### src/rtl/core/eerl_pkg.sv
`timescale 1ns / 1ps
`default_nettype none
// ----------------------------------------------------------------------------
// Error event ring log package
// Shared constants and types for the error event ring log and its RAM.
// ----------------------------------------------------------------------------
package eerl_pkg;

    localparam int LOG_DEPTH_DEFAULT = 16;

    localparam int TIME_W  = 32;
    localparam int CODE_W  = 8;
    localparam int SEV_W   = 8;
    localparam int TASK_W  = 8;
    localparam int INDEX_W = 8;
    localparam int HELD_W  = 5;
    localparam int TOTAL_W = 32;
    localparam int ENTRY_W = TIME_W + CODE_W + TASK_W + SEV_W;

    // Task number stored when no task is running.
    localparam logic [TASK_W-1:0] NO_TASK = 8'hFF;

    typedef enum logic {
        OP_LOG  = 1'b0,
        OP_READ = 1'b1
    } t_op;

    typedef struct packed {
        logic [TIME_W-1:0] time_tick;
        logic [CODE_W-1:0] code;
        logic [TASK_W-1:0] task_num;
        logic [SEV_W-1:0]  sev;
    } t_entry;

endpackage
`default_nettype wire

### src/rtl/core/eerl_ram.sv
`timescale 1ns / 1ps
`default_nettype none
// ----------------------------------------------------------------------------
// Generic single-port-write, single-port-read RAM
// One write and one registered read per cycle; read data holds until the
// next read.
// ----------------------------------------------------------------------------
module eerl_ram #(
    parameter int WIDTH = 8,
    parameter int DEPTH = 16
) (
    input  wire logic                     i_clk,
    input  wire logic                     i_we,
    input  wire logic [$clog2(DEPTH)-1:0] i_waddr,
    input  wire logic [WIDTH-1:0]         i_wdata,
    input  wire logic                     i_re,
    input  wire logic [$clog2(DEPTH)-1:0] i_raddr,
    output logic      [WIDTH-1:0]         o_rdata
);

    logic [WIDTH-1:0] r_mem [DEPTH];
    logic [WIDTH-1:0] r_rdata;

    always_ff @(posedge i_clk) begin
        if (i_we) begin
            r_mem[i_waddr] <= i_wdata;
        end
        if (i_re) begin
            r_rdata <= r_mem[i_raddr];
        end
    end

    assign o_rdata = r_rdata;

endmodule
`default_nettype wire

### src/rtl/core/error_event_ring_log_top.sv
`timescale 1ns / 1ps
`default_nettype none
// ----------------------------------------------------------------------------
// Error event ring log
// Circular log of error events held in one RAM, with read-back by age.
// ----------------------------------------------------------------------------
//  Channel   Handshake            Payload
//  request   i_valid / o_ready    i_op, i_time_tick, i_error_code, i_severity,
//                                 i_task_present, i_task_number, i_read_index
//  result    o_valid / i_ready    o_entry_*, o_entries_held, o_entries_total
//
// One request per cycle, but new requests are held off while a result
// waits for i_ready. A result appears in the cycle after acceptance, set
// by the registered read of the log RAM. A log request writes the RAM at the
// edge it is accepted, so a read in the next cycle already sees it. Reset
// clears head, counts and the result valid; RAM contents are not cleared.
// ----------------------------------------------------------------------------
module error_event_ring_log_top #(
    parameter int LOG_DEPTH = eerl_pkg::LOG_DEPTH_DEFAULT
) (
    input  wire logic                         i_clk,
    input  wire logic                         i_rst_n,
    input  wire logic                         i_valid,
    output logic                              o_ready,
    input  wire logic                         i_op,
    input  wire logic [eerl_pkg::TIME_W-1:0]  i_time_tick,
    input  wire logic [eerl_pkg::CODE_W-1:0]  i_error_code,
    input  wire logic [eerl_pkg::SEV_W-1:0]   i_severity,
    input  wire logic                         i_task_present,
    input  wire logic [eerl_pkg::TASK_W-1:0]  i_task_number,
    input  wire logic [eerl_pkg::INDEX_W-1:0] i_read_index,
    output logic                              o_valid,
    input  wire logic                         i_ready,
    output logic                              o_entry_valid,
    output logic      [eerl_pkg::TIME_W-1:0]  o_entry_time,
    output logic      [eerl_pkg::CODE_W-1:0]  o_entry_code,
    output logic      [eerl_pkg::TASK_W-1:0]  o_entry_task,
    output logic      [eerl_pkg::SEV_W-1:0]   o_entry_severity,
    output logic      [eerl_pkg::HELD_W-1:0]  o_entries_held,
    output logic      [eerl_pkg::TOTAL_W-1:0] o_entries_total
);

    localparam int AW = $clog2(LOG_DEPTH);
    localparam int CW = $clog2(LOG_DEPTH + 1);
    localparam int SW = CW + 1;
    localparam int KW = (CW > eerl_pkg::INDEX_W) ? CW : eerl_pkg::INDEX_W;
    localparam int HW = (CW > eerl_pkg::HELD_W) ? CW : eerl_pkg::HELD_W;

    logic [AW-1:0]                r_head, n_head;
    logic [CW-1:0]                r_held, n_held;
    logic [eerl_pkg::TOTAL_W-1:0] r_total, n_total;
    logic                         r_out_valid;
    logic                         r_hit;

    logic             accept;
    logic             is_log;
    logic             hit;
    logic [KW-1:0]    idx_ext;
    logic [KW-1:0]    held_ext;
    logic [SW-1:0]    pos_sum;
    logic [SW-1:0]    pos_wrap;
    logic [AW-1:0]    rd_addr;
    logic [HW-1:0]    held_out;
    eerl_pkg::t_entry wr_entry;
    eerl_pkg::t_entry rd_entry;
    logic [eerl_pkg::ENTRY_W-1:0] rd_data;

    assign o_ready = !r_out_valid || i_ready;
    assign accept  = i_valid && o_ready;
    assign is_log  = (eerl_pkg::t_op'(i_op) == eerl_pkg::OP_LOG);

    assign idx_ext  = KW'(i_read_index);
    assign held_ext = KW'(r_held);
    assign hit      = !is_log && (idx_ext < held_ext);

    // Slot of age idx is head - 1 - idx modulo the depth; the sum stays below
    // twice the depth whenever the read hits, so one subtract folds it.
    assign pos_sum  = SW'(r_head) + SW'(LOG_DEPTH - 1) - SW'(idx_ext[CW-1:0]);
    assign pos_wrap = (pos_sum >= SW'(LOG_DEPTH)) ? (pos_sum - SW'(LOG_DEPTH)) : pos_sum;
    assign rd_addr  = pos_wrap[AW-1:0];

    always_comb begin
        wr_entry.time_tick = i_time_tick;
        wr_entry.code      = i_error_code;
        wr_entry.task_num  = i_task_present ? i_task_number : eerl_pkg::NO_TASK;
        wr_entry.sev       = i_severity;
    end

    eerl_ram #(
        .WIDTH (eerl_pkg::ENTRY_W),
        .DEPTH (LOG_DEPTH)
    ) u_log_ram (
        .i_clk   (i_clk),
        .i_we    (accept && is_log),
        .i_waddr (r_head),
        .i_wdata (wr_entry),
        .i_re    (accept && hit),
        .i_raddr (rd_addr),
        .o_rdata (rd_data)
    );

    always_comb begin
        n_head  = r_head;
        n_held  = r_held;
        n_total = r_total;
        if (accept && is_log) begin
            n_head  = (r_head == AW'(LOG_DEPTH - 1)) ? '0 : r_head + AW'(1);
            n_held  = (r_held == CW'(LOG_DEPTH)) ? r_held : r_held + CW'(1);
            n_total = r_total + eerl_pkg::TOTAL_W'(1);
        end
    end

    always_ff @(posedge i_clk) begin
        if (!i_rst_n) begin
            r_head      <= '0;
            r_held      <= '0;
            r_total     <= '0;
            r_out_valid <= 1'b0;
        end else begin
            r_head  <= n_head;
            r_held  <= n_held;
            r_total <= n_total;
            if (accept) begin
                r_out_valid <= 1'b1;
            end else if (i_ready) begin
                r_out_valid <= 1'b0;
            end
        end
    end

    always_ff @(posedge i_clk) begin
        if (accept) begin
            r_hit <= hit;
        end
    end

    // Counts only move on acceptance, which also replaces the pending result,
    // so they stand for the result being shown.
    assign rd_entry         = rd_data;
    assign held_out         = HW'(r_held);
    assign o_valid          = r_out_valid;
    assign o_entry_valid    = r_hit;
    assign o_entry_time     = r_hit ? rd_entry.time_tick : '0;
    assign o_entry_code     = r_hit ? rd_entry.code : '0;
    assign o_entry_task     = r_hit ? rd_entry.task_num : '0;
    assign o_entry_severity = r_hit ? rd_entry.sev : '0;
    assign o_entries_held   = held_out[eerl_pkg::HELD_W-1:0];
    assign o_entries_total  = r_total;

endmodule
`default_nettype wire

### config.mk
export PLATFORM = sky130hd
export DESIGN_NAME = error_event_ring_log_top
export DESIGN_NICKNAME = d
export VERILOG_FILES = /design/src/rtl/core/eerl_pkg.sv /design/src/rtl/core/eerl_ram.sv /design/src/rtl/core/error_event_ring_log_top.sv
export SDC_FILE = /design/constraint.sdc
export NUM_CORES = 1
export LEC_CHECK = 0
export BUFFER_PORTS_ARGS = -buffer_cell sky130_fd_sc_hd__buf_2
export CAP_MARGIN = 20
export CORE_MARGIN = 2
export CORE_UTILIZATION = 45
export CTS_BUF_LIST = sky130_fd_sc_hd__clkbuf_16
export DETAILED_ROUTE_END_ITERATION = 10
export GPL_ROUTABILITY_DRIVEN = 0
export MAX_ROUTING_LAYER = met4
export SLEW_MARGIN = 20
export SYNTH_ARGS = -nofsm -noshare
export SYNTH_HDL_FRONTEND = slang
export SYNTH_SLANG_ARGS = --single-unit
### constraint.sdc
create_clock -name i_clk -period 5.9 [get_ports i_clk]
set_input_delay 0.295 -clock i_clk [delete_from_list [all_inputs] [get_ports i_clk]]
set_output_delay 0.295 -clock i_clk [all_outputs]
set_load 0.03 [all_outputs]
* Word level (Yosys, flattened, before mapping)
Memory sizes are Yosys's and may differ from the RTL's. A register that Yosys moved wholly into a read port is not among the register bits.
Cells that the tools add are included.
** Word-level totals
- Memories kept :: 1
- Bits in writable memories :: 896
- Output and inout bits :: 96
- Logic and storage cells :: 37
- Register bits :: 43
- Input bits :: 70
** Memories
- u_log_ram.r_mem :: depth 16, bits a word 56, rd ports 1, clocked after memory_dff 1, wr ports 1, line eerl_ram.sv:21 : logic [WIDTH-1:0] r_mem [DEPTH];
** Cells by class
- $add $sub $neg :: 6
- Mux-type cells :: 11
- Reduce and logical (&&, ||, !) cells :: 8
- Order comparisons :: 2
- Bitwise gates (word level) :: 2
- Eq/ne operators :: 2
** Operators with widths (number)
- $add 32x1->32 const B :: 1
- $mux 32 :: 1
- $mux 8 :: 4
- $lt 8x5->1 :: 1
- $mux 4 :: 2
- $ge 6x5->1 const B :: 1
- $sub 5x5->6 :: 1
- $add 4x4->5 const B :: 1
- $add 5x1->5 const B :: 1
- $eq 5x5->1 const B :: 1
- $add 4x1->4 const B :: 1
- $eq 4x4->1 const B :: 1
- $logic_and 1x1->1 :: 4
- $mux 1 :: 4
- $sub 4x1->4 const B :: 1
- $not 1->1 :: 2
- $reduce_and 2->1 :: 1
- $reduce_bool 2->1 :: 1
- $logic_not 1->1 :: 1
- $logic_or 1x1->1 :: 1

* Logic depth before layout (Yosys ltp)
- Word-level depth :: 6
- Depth in mapped cells :: 10
- Mapped depth without buffers :: 8

* Modules after synthesis
A second synthesis with hierarchy kept.
** Unflattened totals
- Cell total of the unflattened synthesis :: 1768
- Area, all modules :: 37895.1 um^2
** By module, submodules not included
- eerl_ram :: sequential area each 28587.4 um^2, instances 1, cells each 1445, area each 35238.8 um^2
- error_event_ring_log_top :: sequential area each 870.8 um^2, instances 1, cells each 323, area each 2656.3 um^2

* Least setup slack after synthesis
No wires, ideal clock.
- Path type :: flip-flop to flip-flop
- From :: reg r_out_valid, in the netlist o_valid
- To :: mem u_log_ram.r_mem[0][0] (netlist bit) (enable)
- Path buffers :: 1
- Arrival time :: 5.040 ns
- Period minus slack after synthesis :: 5.578 ns
- Path slack :: 0.322 ns
- Setup time :: 0.539 ns
- Required time :: 5.361 ns
- Stages on the path, launching flop included :: 6
- Cells stage by stage :: dfxtp_1 > nor2b_1 > nor2_1 > clkbuf_1 > nand2_1 > nor3_1
** Between the ends
- Longest elaborated chain between the ends :: 6
** RTL lines
- start, declared :: line error_event_ring_log_top.sv:52 : logic r_out_valid;
- start signal, assigned :: line error_event_ring_log_top.sv:118 : r_out_valid <= 1'b0;
- start signal, assigned :: line error_event_ring_log_top.sv:124 : r_out_valid <= 1'b1;
- start signal, assigned :: line error_event_ring_log_top.sv:126 : r_out_valid <= 1'b0;
- $logic_not 1->1 :: line error_event_ring_log_top.sv:68 : assign o_ready = !r_out_valid || i_ready;
- $logic_or 1x1->1 :: line error_event_ring_log_top.sv:68
- $logic_and 1x1->1 :: line error_event_ring_log_top.sv:69 : assign accept = i_valid && o_ready;
- $logic_and 1x1->1 :: line error_event_ring_log_top.sv:94 : .i_we (accept && is_log),
- $mux 1 :: line eerl_ram.sv:25 : if (i_we) begin
- $mux 1 (implied by the code) :: line eerl_ram.sv:26 : r_mem[i_waddr] <= i_wdata;
- end, declared :: line eerl_ram.sv:21
No other way between the ends.

* Final worst setup path
- From :: reg r_head[0]
- To :: reg u_log_ram.r_rdata[32], in the netlist u_log_ram.o_rdata[32] (read register of u_log_ram.r_mem), data pin
** Between the ends
- Longest elaborated chain between the ends :: 4
- Elaborated cells between the ends (all ways) :: 5
- Classes of those cells :: add/sub (3); order compare (1); mux (1)
** RTL lines
- start, declared :: line error_event_ring_log_top.sv:49 : logic [AW-1:0] r_head, n_head;
- start signal, assigned :: line error_event_ring_log_top.sv:120 : r_head <= n_head;
- $add 4x4->5 * :: line error_event_ring_log_top.sv:78 : assign pos_sum = SW'(r_head) + SW'(LOG_DEPTH - 1) - SW'(idx_ext[CW-1:0]);
- $sub 5x5->6 * :: line error_event_ring_log_top.sv:78
- $ge 6x5->1 or $sub 4x1->4 (tied branches) :: line error_event_ring_log_top.sv:79 : assign pos_wrap = (pos_sum >= SW'(LOG_DEPTH)) ? (pos_sum - SW'(LOG_DEPTH)) : pos_sum;
- $mux 4 * :: line error_event_ring_log_top.sv:79
- end, declared :: line eerl_ram.sv:22 : logic [WIDTH-1:0] r_rdata;
Mark *: on every way between the ends. The rest lies on a longest branch, timed or not.
A chain may end at the register's enable or synchronous reset.

==> flow_metrics.env <==
export IMPL_synth_edf_count=953
export IMPL_worst_hold_startpoint="i_read_index[5]"
export IMPL_grt_pass1_wl_microns=130600
export IMPL_fillCellCount=6720
export IMPL_outcome="completed"
export IMPL_pwr_density_cell_nw_per_um2=335.2
export IMPL_cp_startpoint="r_head[0]"
export IMPL_clkSlewWorstSetupHoldPaths_ps=60
export IMPL_ctsRootBufferMaster="clkbuf_16"
export IMPL_die_w_microns=296.0
export IMPL_finalNetCount=2252
export IMPL_synthDistinctLibCells=46
export IMPL_cts_tree="done"
export IMPL_synth_compound_area_share_pct=2.397
export IMPL_cp_slowest_cell="fa_4"
export IMPL_r2r_start="r_head[0]"
export IMPL_synth_cell_area_sq_um=38370
export IMPL_grt_busiest_layer="met2"
export IMPL_gr_total_overflow=0
export IMPL_slew_headroom_pct=31.86
export IMPL_synth_adder_area_share_pct=0.5087
export IMPL_hold_class="in -> reg"
export IMPL_netlist_instances=1907
export IMPL_grt_antenna_before_repair=11
export IMPL_wl_microns=89030
export IMPL_tightestPinTransition_ps=1017
export IMPL_fin_util_pct=52.57
export IMPL_first_pass_iters=5
export IMPL_grt_pass1_vias=19710
export IMPL_wl_per_cell_microns=26.19
export IMPL_synth_top_family_by_area="multiplexers"
export IMPL_cts_setup_buffers=0
export IMPL_vias=19230
export IMPL_finalSetupTns_ps=0
export IMPL_crit_fanout=73
export IMPL_met3_usage_pct=3.133
export IMPL_clk_path_buf_depth=3
export IMPL_max_stage_delay_ps=1130
export IMPL_total_leakage_power_nw=14.46
export IMPL_pre_cts_ws_ps=2387
export IMPL_path_class="reg -> reg"
export IMPL_dp_hpwl_microns=42650
export IMPL_finalPower_mw=14.96
export IMPL_placementRows=107
export IMPL_synthMuxAreaShare_pct=13.31
export IMPL_drcViolationCount=0
export IMPL_fin_worst_skew_ps=26.48
export IMPL_final_common_cell="edfxtp_1"
export IMPL_max_clock_freq_ghz=0.2833
export IMPL_core_sq_um=84880
export IMPL_clock_latency_ps=670
export IMPL_portBuffers=165
export IMPL_fin_ws_ps=2371
export IMPL_synth_simple_area_share_pct=5.025
export IMPL_rsz0062_at_grt="false"
export IMPL_grtUsageMet2_pct=33.40
export IMPL_ys_seq_elements=995
export IMPL_synthFlopType="edfxtp_1"
export IMPL_synth_xor_area_share_pct=0.6620
export IMPL_ys_seq_area_share_pct=76.78
export IMPL_grt_usage_pct=21.16
export IMPL_crit_required_ps=6270
export IMPL_use_met1_pct=29.14
export IMPL_syn_avg_cell_area_sq_um=20.12
export IMPL_die_h_microns=296.0
export IMPL_grt_start_max_net_pins=113
export IMPL_hold_violations=0
export IMPL_syn_num_nets=1992
export IMPL_syn2layout_area_growth_pct=16.29
export IMPL_ant_nets=0
export IMPL_end_kind="register"
export IMPL_mostFrequentLayoutCells="edfxtp_1, mux4_2, buf_2"
export IMPL_setup_viol=0
export IMPL_path_cells="ha_4 > inv_1 > fa_4 > buf_12 > mux4_2 > and2_1 > a211oi_1 > a31oi_1"
export IMPL_drt_iter0_markers=1599
export IMPL_yosys_warnings=0
export IMPL_drv_slew=0
export IMPL_start_util_pct=45.20
export IMPL_ys_async_sr_fraction_pct=0
export IMPL_dieArea_sq_um=87610
export IMPL_numCtsBuffers=100
export IMPL_startpoint_type="register"
export IMPL_drv_cap=0
export IMPL_htreeDepth=3
export IMPL_finalCriticalPeriod_ps=3530
export IMPL_period_share_pct=59.82
export IMPL_via_per_inst=5.656
export IMPL_arrival_ps=3900
export IMPL_ios=166
export IMPL_peakVddDrop_mv=0.2491
export IMPL_clock_sinks=995
export IMPL_drive_above_1_share_pct=26.50
==> flip-flops by register name, summed over array words and instances (netlist names) <==
signal and flops:
o_entries_held 5, u_log_ram.o_rdata 56, r_head 4, o_valid 1, o_entries_total 32, o_entry_valid 1
u_log_ram.r_mem 896
==> what timing repair did <==
action / in CTS / in global routing
hold buffers: 52 / 0
endpoints found under the setup margin: 0 / 0
gates resized for setup: 0 / 0
hold endpoints to repair: 720 / 0
==> path summary, 6_finish.rpt <==
check,end,slack [ps],cells past startpoint
setup / recovery,u_log_ram.o_rdata[32],2370,8
hold / removal,o_entry_valid,40,4
setup reg to reg,u_log_ram.o_rdata[32],2370,8
hold reg to reg,o_entries_total[6],500,2
==> cell usage after synthesis, types with 3 or more instances <==
library cell  count  area share (%)
and3_1            3           0.049
a31oi_1          56            0.91
nor4_1            8            0.13
buf_1            15            0.15
a211oi_1         56             1.1
mux2i_1           6            0.16
a21oi_1          13            0.17
nand2b_1         17            0.28
or3_1             4           0.065
nand2_1         139             1.4
o21ai_0           4           0.052
xnor2_1          24            0.55
and4_1            4           0.091
and2_0            5           0.082
clkbuf_1         55            0.54
nor2_1           47            0.46
a21o_1            5           0.098
nand3_1          11            0.14
buf_2            28            0.37
xor2_1            5            0.11
nand4_1          11            0.18
inv_1            18            0.18
edfxtp_1        953              75
mux4_2          224              13
nor3_1           12            0.16
and2_1          108             1.8
dfxtp_1          42             2.2
ha_1             14            0.46
buf_4             3           0.059
==> per-stage QoR <==
| stage | instances | instance area, sq um | hold slack [ps] |
|---|---|---|---|
| 6_report | 3400 | 44620 | 41.71 |
| 4_1_cts | 3389 | 44590 | 4.247 |
| 5_1_grt | 3397 | 44610 | 40.89 |
| 3_3_place_gp | 3156 | 40880 | 461.2 |
| 3_5_place_dp | 3157 | 40900 | 490.7 |
| 2_1_floorplan | 1907 | 38370 | 393.9 |
==> metal layers <==
metal / up-vias / wire (microns)
met4: 0 / 1676
met5: - / 0
met2: 633 / 43600
li1: 8271 / -
met3: 118 / 5381
met1: 10210 / 38370
==> logic make-up (layout without fill, tap and decap cells) <==
group | after synthesis | count (layout)
simple gates | 380 | 380
xor+xnor | 29 | 29
other cells | 0 | 11
fa+ha+maj | 15 | 15
mux | 230 | 230
compound gates | 137 | 137
flops | 995 | 995
buf+inv | 121 | 459
==> where the power goes <==
group | switching (mW) | internal [mW] | total [mW]
sequential | 0.0105 | 7.78 | 7.79
combinational | 0.586 | 0.474 | 1.06
clock | 2.66 | 3.44 | 6.10
==> worst max-delay path: cells and delay by family, from the launching register on <==
family	cells	cell delay, ps
AOI/OAI and AO/OA	2	310
adders and majority gates	2	1310
buffers and inverters	2	500
DFF	1	490
muxes	1	380
and+or+nand+nor	1	170
==> layout make-up <==
| type | count | area (sq um) | share of cell area, % |
|---|---|---|---|
| multi-input combinational | 791 | 8577 | 19.22 |
| antenna | 11 | 27.53 | 0.06169 |
| sequential | 995 | 29460 | 66.02 |
| inverter | 19 | 71.32 | 0.1598 |
| timing repair buffer | 260 | 1882 | 4.218 |
| clock inverter | 80 | 668.1 | 1.497 |
| tap | 1144 | 1431 | 3.208 |
| clock buffer | 100 | 2502 | 5.609 |
Power figures use the tool's default switching activity.
